### src/hdl/rvd_pkg.sv
package rvd_pkg;

    localparam int IN_TDATA_W  = 56;
    localparam int OUT_TDATA_W = 120;
    localparam int OUT_USED_W  = 115;

    localparam logic [4:0] OPC_LOAD   = 5'd0;
    localparam logic [4:0] OPC_OPIMM  = 5'd4;
    localparam logic [4:0] OPC_AUIPC  = 5'd5;
    localparam logic [4:0] OPC_STORE  = 5'd8;
    localparam logic [4:0] OPC_OP     = 5'd12;
    localparam logic [4:0] OPC_LUI    = 5'd13;
    localparam logic [4:0] OPC_BRANCH = 5'd24;
    localparam logic [4:0] OPC_JALR   = 5'd25;
    localparam logic [4:0] OPC_JAL    = 5'd27;
    localparam logic [4:0] OPC_SYSTEM = 5'd28;

    // Major opcodes ending in 111 announce encodings longer than 32 bits.
    localparam logic [2:0] OPC_LONG_TAIL = 3'b111;

    localparam logic [31:0] RET_WORD = 32'h0000_8067;

    localparam logic [2:0] FMT_UNDEF = 3'd0;
    localparam logic [2:0] FMT_R     = 3'd1;
    localparam logic [2:0] FMT_I     = 3'd2;
    localparam logic [2:0] FMT_S     = 3'd3;
    localparam logic [2:0] FMT_B     = 3'd4;
    localparam logic [2:0] FMT_U     = 3'd5;
    localparam logic [2:0] FMT_J     = 3'd6;
    localparam logic [2:0] FMT_OTHER = 3'd7;

    typedef struct packed {
        logic        fetch_valid;
        logic [15:0] fetch_pc;
        logic [31:0] instruction_word;
        logic        issue_full;
    } fetch_item_t;

    typedef struct packed {
        logic issue;
        logic stage_full;
    } hold_ctrl_t;

    typedef struct packed {
        logic        issue_valid;
        logic        fetch_target_valid;
        logic        stage_full;
        logic [15:0] out_pc;
        logic [4:0]  dest_reg;
        logic [9:0]  source_regs;
        logic [9:0]  function_code;
        logic [4:0]  major_opcode;
        logic signed [31:0] immediate;
        logic [2:0]  format_code;
        logic [14:0] decode_flags;
        logic [15:0] fetch_target;
    } decode_result_t;

endpackage

### src/hdl/rv32i_decode_stage.sv
// RV32I decode stage.
// Slave channel: one word per fetch cycle, carrying fetch_valid, fetch_pc, the
// instruction word and the issue stage's full flag. Master channel: one decoded
// word per accepted input word, with the register fields, function codes,
// opcode, sign-extended immediate, format, class flags and next fetch address.
// A single hold register keeps an instruction while issue reports full; an
// offer that arrives while it is occupied is dropped.
// Each word passes an input register and then a result register before it is
// presented on the master channel. While the receiver accepts results, one word
// is taken every cycle; the limit is the single decode pass between the two
// registers.
// Reset empties the hold register and both pipeline registers.
// When the receiver stalls, the result register holds its word, the input
// register fills behind it and s_tready falls; no word is lost or repeated.
module rv32i_decode_stage #(
    parameter int CODE_ADDRESS_WIDTH = 16
) (
    input  logic                               clk,
    input  logic                               rst_n,
    input  logic                               s_tvalid,
    output logic                               s_tready,
    // fetch_valid, fetch_pc, instruction_word, issue_full, zero padding
    input  logic [rvd_pkg::IN_TDATA_W-1:0]     s_tdata,
    output logic                               m_tvalid,
    input  logic                               m_tready,
    // issue_valid, fetch_target_valid, stage_full, out_pc, dest_reg, source_regs,
    // function_code, major_opcode, immediate, format_code, decode_flags,
    // fetch_target, zero padding
    output logic [rvd_pkg::OUT_TDATA_W-1:0]    m_tdata
);

    logic                   in_valid_reg;
    logic                   in_valid_next;
    rvd_pkg::fetch_item_t   in_item_reg;
    rvd_pkg::fetch_item_t   in_item_next;
    logic                   out_valid_reg;
    logic                   out_valid_next;
    rvd_pkg::decode_result_t out_result_reg;
    rvd_pkg::decode_result_t out_result_next;
    logic                   advance;
    logic                   take;
    rvd_pkg::hold_ctrl_t    ctrl;
    logic [CODE_ADDRESS_WIDTH-1:0] dec_pc;
    logic [31:0]            dec_word;
    rvd_pkg::decode_result_t dec_result;

    assign advance  = in_valid_reg & (~out_valid_reg | m_tready);
    assign s_tready = ~in_valid_reg | advance;
    assign take     = s_tvalid & s_tready;

    always_comb
    begin
        in_item_next = in_item_reg;
        if (take)
        begin
            in_item_next.fetch_valid      = s_tdata[0];
            in_item_next.fetch_pc         = s_tdata[16:1];
            in_item_next.instruction_word = s_tdata[48:17];
            in_item_next.issue_full       = s_tdata[49];
        end
        if (take)
            in_valid_next = 1'b1;
        else if (advance)
            in_valid_next = 1'b0;
        else
            in_valid_next = in_valid_reg;
    end

    always_comb
    begin
        out_result_next = out_result_reg;
        if (advance)
            out_result_next = dec_result;
        if (advance)
            out_valid_next = 1'b1;
        else if (m_tready)
            out_valid_next = 1'b0;
        else
            out_valid_next = out_valid_reg;
    end

    always_ff @(posedge clk or negedge rst_n)
    begin
        if (!rst_n)
        begin
            in_valid_reg  <= 1'b0;
            out_valid_reg <= 1'b0;
        end
        else
        begin
            in_valid_reg  <= in_valid_next;
            out_valid_reg <= out_valid_next;
        end
    end

    always_ff @(posedge clk)
    begin
        in_item_reg    <= in_item_next;
        out_result_reg <= out_result_next;
    end

    rvd_hold #(
        .CAW (CODE_ADDRESS_WIDTH)
    ) u_hold (
        .clk     (clk),
        .rst_n   (rst_n),
        .advance (advance),
        .item    (in_item_reg),
        .ctrl    (ctrl),
        .pc      (dec_pc),
        .word    (dec_word)
    );

    rvd_decoder #(
        .CAW (CODE_ADDRESS_WIDTH)
    ) u_decoder (
        .ctrl   (ctrl),
        .pc     (dec_pc),
        .word   (dec_word),
        .result (dec_result)
    );

    assign m_tvalid = out_valid_reg;
    assign m_tdata  = {{(rvd_pkg::OUT_TDATA_W - rvd_pkg::OUT_USED_W){1'b0}},
                       out_result_reg.fetch_target,
                       out_result_reg.decode_flags,
                       out_result_reg.format_code,
                       out_result_reg.immediate,
                       out_result_reg.major_opcode,
                       out_result_reg.function_code,
                       out_result_reg.source_regs,
                       out_result_reg.dest_reg,
                       out_result_reg.out_pc,
                       out_result_reg.stage_full,
                       out_result_reg.fetch_target_valid,
                       out_result_reg.issue_valid};

endmodule

### src/hdl/rvd_hold.sv
module rvd_hold #(
    parameter int CAW = 16
) (
    input  logic                clk,
    input  logic                rst_n,
    input  logic                advance,
    input  rvd_pkg::fetch_item_t item,
    output rvd_pkg::hold_ctrl_t ctrl,
    output logic [CAW-1:0]      pc,
    output logic [31:0]         word
);

    logic           hold_full_reg;
    logic           hold_full_next;
    logic [CAW-1:0] held_pc_reg;
    logic [CAW-1:0] held_pc_next;
    logic [31:0]    held_word_reg;
    logic [31:0]    held_word_next;
    logic           avail;
    logic           save;

    assign avail = item.fetch_valid | hold_full_reg;
    assign save  = item.fetch_valid & ~hold_full_reg;

    // A new offer only lands in the hold register when it is empty; otherwise it is dropped.
    always_comb
    begin
        held_pc_next   = held_pc_reg;
        held_word_next = held_word_reg;
        hold_full_next = hold_full_reg;
        if (advance)
        begin
            if (save)
            begin
                held_pc_next   = CAW'(item.fetch_pc);
                held_word_next = item.instruction_word;
            end
            hold_full_next = avail & item.issue_full;
        end
    end

    always_ff @(posedge clk or negedge rst_n)
    begin
        if (!rst_n)
        begin
            hold_full_reg <= 1'b0;
        end
        else
        begin
            hold_full_reg <= hold_full_next;
        end
    end

    always_ff @(posedge clk)
    begin
        held_pc_reg   <= held_pc_next;
        held_word_reg <= held_word_next;
    end

    assign ctrl.issue      = avail & ~item.issue_full;
    assign ctrl.stage_full = avail & item.issue_full;
    assign pc   = hold_full_reg ? held_pc_reg : CAW'(item.fetch_pc);
    assign word = hold_full_reg ? held_word_reg : item.instruction_word;

endmodule

### src/hdl/rvd_decoder.sv
module rvd_decoder #(
    parameter int CAW = 16
) (
    input  rvd_pkg::hold_ctrl_t     ctrl,
    input  logic [CAW-1:0]          pc,
    input  logic [31:0]             word,
    output rvd_pkg::decode_result_t result
);

    logic [4:0]  op;
    logic [4:0]  rd;
    logic [4:0]  rs1;
    logic [4:0]  rs2;
    logic [2:0]  fmt;
    logic [31:0] imm;
    logic        is_load;
    logic        op_store;
    logic        op_branch;
    logic        is_jal;
    logic        is_jalr;
    logic        is_lui;
    logic        is_auipc;
    logic        is_opimm;
    logic        op_system;
    logic        is_ret;
    logic        nodest;
    logic        rs1reg;
    logic        rs2reg;
    logic [CAW-1:0] target;

    assign op  = word[6:2];
    assign rd  = word[11:7];
    assign rs1 = word[19:15];
    assign rs2 = word[24:20];

    always_comb
    begin
        case (op)
            rvd_pkg::OPC_LOAD, rvd_pkg::OPC_OPIMM,
            rvd_pkg::OPC_JALR, rvd_pkg::OPC_SYSTEM: fmt = rvd_pkg::FMT_I;
            rvd_pkg::OPC_STORE:                     fmt = rvd_pkg::FMT_S;
            rvd_pkg::OPC_OP:                        fmt = rvd_pkg::FMT_R;
            rvd_pkg::OPC_AUIPC, rvd_pkg::OPC_LUI:   fmt = rvd_pkg::FMT_U;
            rvd_pkg::OPC_BRANCH:                    fmt = rvd_pkg::FMT_B;
            rvd_pkg::OPC_JAL:                       fmt = rvd_pkg::FMT_J;
            default:
            begin
                if (op[2:0] == rvd_pkg::OPC_LONG_TAIL)
                    fmt = rvd_pkg::FMT_UNDEF;
                else
                    fmt = rvd_pkg::FMT_OTHER;
            end
        endcase
    end

    always_comb
    begin
        case (fmt)
            rvd_pkg::FMT_I: imm = {{20{word[31]}}, word[31:20]};
            rvd_pkg::FMT_S: imm = {{20{word[31]}}, word[31:25], word[11:7]};
            rvd_pkg::FMT_B: imm = {{20{word[31]}}, word[7], word[30:25], word[11:8], 1'b0};
            rvd_pkg::FMT_U: imm = {word[31:12], 12'h000};
            rvd_pkg::FMT_J: imm = {{12{word[31]}}, word[19:12], word[20], word[30:21], 1'b0};
            default:        imm = 32'h0000_0000;
        endcase
    end

    assign is_load   = (op == rvd_pkg::OPC_LOAD);
    assign op_store  = (op == rvd_pkg::OPC_STORE);
    assign op_branch = (op == rvd_pkg::OPC_BRANCH);
    assign is_jal    = (op == rvd_pkg::OPC_JAL);
    assign is_jalr   = (op == rvd_pkg::OPC_JALR);
    assign is_lui    = (op == rvd_pkg::OPC_LUI);
    assign is_auipc  = (op == rvd_pkg::OPC_AUIPC);
    assign is_opimm  = (op == rvd_pkg::OPC_OPIMM);
    assign op_system = (op == rvd_pkg::OPC_SYSTEM);
    assign is_ret    = (word == rvd_pkg::RET_WORD);
    assign nodest    = op_branch | op_store | (rd == 5'd0);
    assign rs1reg    = ~is_jal & ~is_lui & ~is_auipc & (rs1 != 5'd0);
    assign rs2reg    = ~is_opimm & ~is_load & ~is_jal & ~is_jalr & ~is_lui & ~is_auipc &
                       (rs2 != 5'd0);

    // Address arithmetic wraps at the code address width.
    assign target = pc + (is_jal ? CAW'(imm) : CAW'(4));

    // Nothing issued leaves every field but the occupancy flag at zero.
    always_comb
    begin
        result = '0;
        result.stage_full = ctrl.stage_full;
        if (ctrl.issue)
        begin
            result.issue_valid        = 1'b1;
            result.fetch_target_valid = ~(op_branch | is_jalr);
            result.out_pc             = 16'(pc);
            result.dest_reg           = nodest ? 5'd0 : rd;
            result.source_regs        = {rs2, rs1};
            result.function_code      = {word[31:25], word[14:12]};
            result.major_opcode       = op;
            result.immediate          = imm;
            result.format_code        = fmt;
            result.decode_flags       = {fmt == rvd_pkg::FMT_R, nodest,
                                         op_branch | is_jal | is_jalr, is_jal | is_jalr,
                                         op_system, is_opimm, is_lui, is_ret, is_jalr,
                                         is_jal, op_branch, op_store, is_load, rs2reg, rs1reg};
            result.fetch_target       = 16'(target);
        end
    end

endmodule

### config.mk
export PLATFORM = sky130hd
export DESIGN_NAME = rv32i_decode_stage
export DESIGN_NICKNAME = d
export VERILOG_FILES = /design/src/hdl/rvd_pkg.sv /design/src/hdl/rv32i_decode_stage.sv /design/src/hdl/rvd_hold.sv /design/src/hdl/rvd_decoder.sv
export SDC_FILE = /design/constraint.sdc
export NUM_CORES = 1
export LEC_CHECK = 0
export ABC_AREA = 1
export BUFFER_PORTS_ARGS = -buffer_cell sky130_fd_sc_hd__buf_2
export CORE_ASPECT_RATIO = 0.8
export CORE_MARGIN = 2
export CORE_UTILIZATION = 55
export DETAILED_ROUTE_END_ITERATION = 7
export PLACE_DENSITY = 0.81
export SLEW_MARGIN = 20
export SYNTH_ARGS = -nofsm -noshare
export SYNTH_HDL_FRONTEND = slang
export SYNTH_SLANG_ARGS = --single-unit
### constraint.sdc
create_clock -name clk -period 5.3 [get_ports clk]
set_input_delay 0.795 -clock clk [delete_from_list [all_inputs] [get_ports clk]]
set_output_delay 0.795 -clock clk [all_outputs]
set_load 0.1 [all_outputs]
==> flow_summary.ini <==
[critical_path]
path_cells = inv_2, nand2_1, nand2_1, nand2_1, nor2_4, inv_2, nor2_1, inv_1, fa_1, inv_1, nand3_1, nand2_1, a21boi_0, o21ai_0, nand2_1, nand2_1, nand2_1, nand2_1, nor2_1
timing.rr.start = u_hold.hold_full_reg
endpoint_kind = flip-flop
worstSetupPathDepth = 19
critPathTopFamily = simple AND/OR/NAND/NOR gates
critPathMaxStageDelay_ns = 0.53
path_class = reg -> reg
reg2regPathDepth = 19
crit_required_ns = 5.55
cp_num_buf_inv = 4
worst_setup_path_start_kind = flip-flop
crit_top_cell = nand2_1
crit_slowest_cell = inv_2
cp-startpoint = u_hold.hold_full_reg
worstPathMaxFanout = 44
arrival_ns = 4.25

[sta]
fin_skew_ns = 0.01028
setup_tns_ns = 0
setup_slack_ns = 1.301
timing.fmax_mhz = 250.1
maxSlewHeadroom_pct = 31.36
setup_viol = 0
hold_violations = 0
tightest_slew_ns = 1.028
drv_slew = 0
min_period_over_period_pct = 75.45
period_minus_slack_ns = 3.999
rsz0062_at_grt = no

[detailed_routing]
drtPass1Iterations = 6
via_count = 6328
avgRoutedWirePerCell_um = 17.98
ant_nets = 0
drt_iter0_markers = 661
routed_via_density = 5.399
route.detailed.drc = 0
wl_mm = 21.07

[power]
power_density_mw_per_mm2 = 524.8
p_seq_share_pct = 39.1
power_switching_uw = 2451
peakVddDrop_mv = 0.3420
swShare_pct = 42.73
clockPowerShare_pct = 24.2
power_uw = 5736
comb_power_share_pct = 36.7
leakage_uw = 0.004459
internal-power_uw = 3285

[min_path]
holdCritPathClass = in -> async

[logic_synthesis]
mappedNetlistArea_sq_mm = 0.009241
synth_top_cell_area_share_pct = 69.21
yosys_register_bits = 216
synthMostInstantiatedCell = edfxtp_1
ys.flop_type = edfxtp_1
synth_common_cells = 213 x edfxtp_1, 119 x nor2_1, 88 x nand2_1
synth_edf_count = 213
async_flop_share_pct = 1.389
synth_warnings = 0
synthTopCellsByArea = edfxtp_1 69%, nor2_1 4.8%, nand2_1 3.6%
yosys.area.top_type = edfxtp_1
synth_cell_types = 46
syn_area_per_cell_sq_um = 12.14
synth_seq_area_share_pct = 70.02
synthCells = 761

[finish]
largest_register_ffs = 115
diodes = 0
final_util_pct = 66.24
final-seq-area_sq_mm = 0.006471
multiInputGateArea_sq_mm = 0.002352
n_fill_cell = 1251
num-nets-final = 1014
drive_gt1_share_pct = 28.15
area_growth_pct = 18.28
layoutNonFillerInstCount = 1172

[grt]
overflow = 0
grt_usage_pct = 23.81
grt_pass1_wl_mm = 32.20
antenna_found_initial = 0
first_global_vias = 5675
grt_max_degree = 89

[clocking]
clockRootBuffer = clkbuf_16
clk_latency_ns = 0.50
cts.clk_slew.worst_paths_ns = 0.06
tritoncts = built
cts_sinks = 216
hold_buffers = 0
cts_resized = 0
cts_buffers = 21
clock_path_buffers = 3
htreeDepth = 1
postCtsSetupBuffers = 0

[status]
status = finished clean

[placement]
portBuffers = 170
dp_cells = 1135
dp_slack_ns = 1.368
hpwlAfterDp_mm = 15.06
place.gp.congestion = 0.8986

[floorplanning]
start_util_pct = 56.01
core_sq_mm = 0.01650
die_y_um = 119.9
io_pins = 182
die-area_sq_mm = 0.01786
die_w_um = 148.9
rows = 42

[run]
drv_cap = 0
## worst reg2reg max path: cells and delay by family (launching register included)
kind	cells	cell delay, ns
DFF	1	0.52
adders and majority gates	1	0.40
and+or+nand+nor	12	1.52
AOI/OAI and AO/OA	2	0.42
buffers and inverters	4	0.91
## placed cells by master (no fill, tap or decap), types with 6 or more instances in the layout
cell type	instances
edfxtp_1	213
buf_2	170
nor2_1	118
nand2_1	88
inv_1	65
o21ai_0	47
a21oi_1	43
or2_2	32
clkbuf_16	21
nand3_1	15
ha_1	15
a41oi_1	12
nand4_1	9
buf_4	9
nor3_1	8
nand2_2	7
inv_2	6
o21a_1	6
conb_1	6
clkbuf_1	6
## final timing paths
check | endpoint | slack [ns]
worst min-delay path | in_valid_reg | 0.09
worst max-delay path | m_tdata[109] | 1.30
min in group clk | u_hold.held_word_reg[22] | 0.45
worst max register to register | m_tdata[109] | 1.30
max in group asynchronous | m_tvalid | 5.10
worst min register to register | u_hold.held_word_reg[22] | 0.45
## power groups by stage
stage,logic (uW),clock network (uW),registers [uW]
finish,2110,1390,2240
global route,2220,1470,2260
CTS,2100,1400,2250
detailed placement,2090,0,2280
global placement,2070,0,2270
floorplan,663,0,3300
## layer usage
layer | GRT usage (%) | wire, um | up-vias
met5 | 0 | 0 | -
met4 | 5.298 | 361 | 0
met3 | 3.194 | 1779 | 29
met2 | 33.47 | 9037 | 313
met1 | 39.57 | 9892 | 2982
li1 | - | - | 3004
## through the flow
stage	area, sq um	hold slack (ns)
2_1_floorplan	9260	0.4174
3_3_place_gp	10300	0.4239
3_5_place_dp	10300	0.4338
4_1_cts	10930	0.07552
5_1_grt	10930	0.07578
6_report	10930	0.08779
## cells by family (layout without fill, tap and decap cells)
family,Yosys count,after routing,share of synthesized area [%]
buf+inv,104,290,4.806
compound gates,121,121,7.514
simple gates,297,297,14.73
fa+ha+maj,16,16,2.248
mux,5,5,0.5416
xor+xnor,1,1,0.09479
flops,216,216,70.02
other cells,1,6,0.04058
## cell type report
type | instances | area share (%)
Multi-Input combinational cell | 446 | 21.52
Inverter | 74 | 2.610
Tap cell | 220 | 2.518
Sequential cell | 216 | 59.20
Clock inverter | 10 | 0.7326
Timing Repair Buffer | 179 | 8.402
Clock buffer | 27 | 5.014
(Power assumes the default switching activity.)
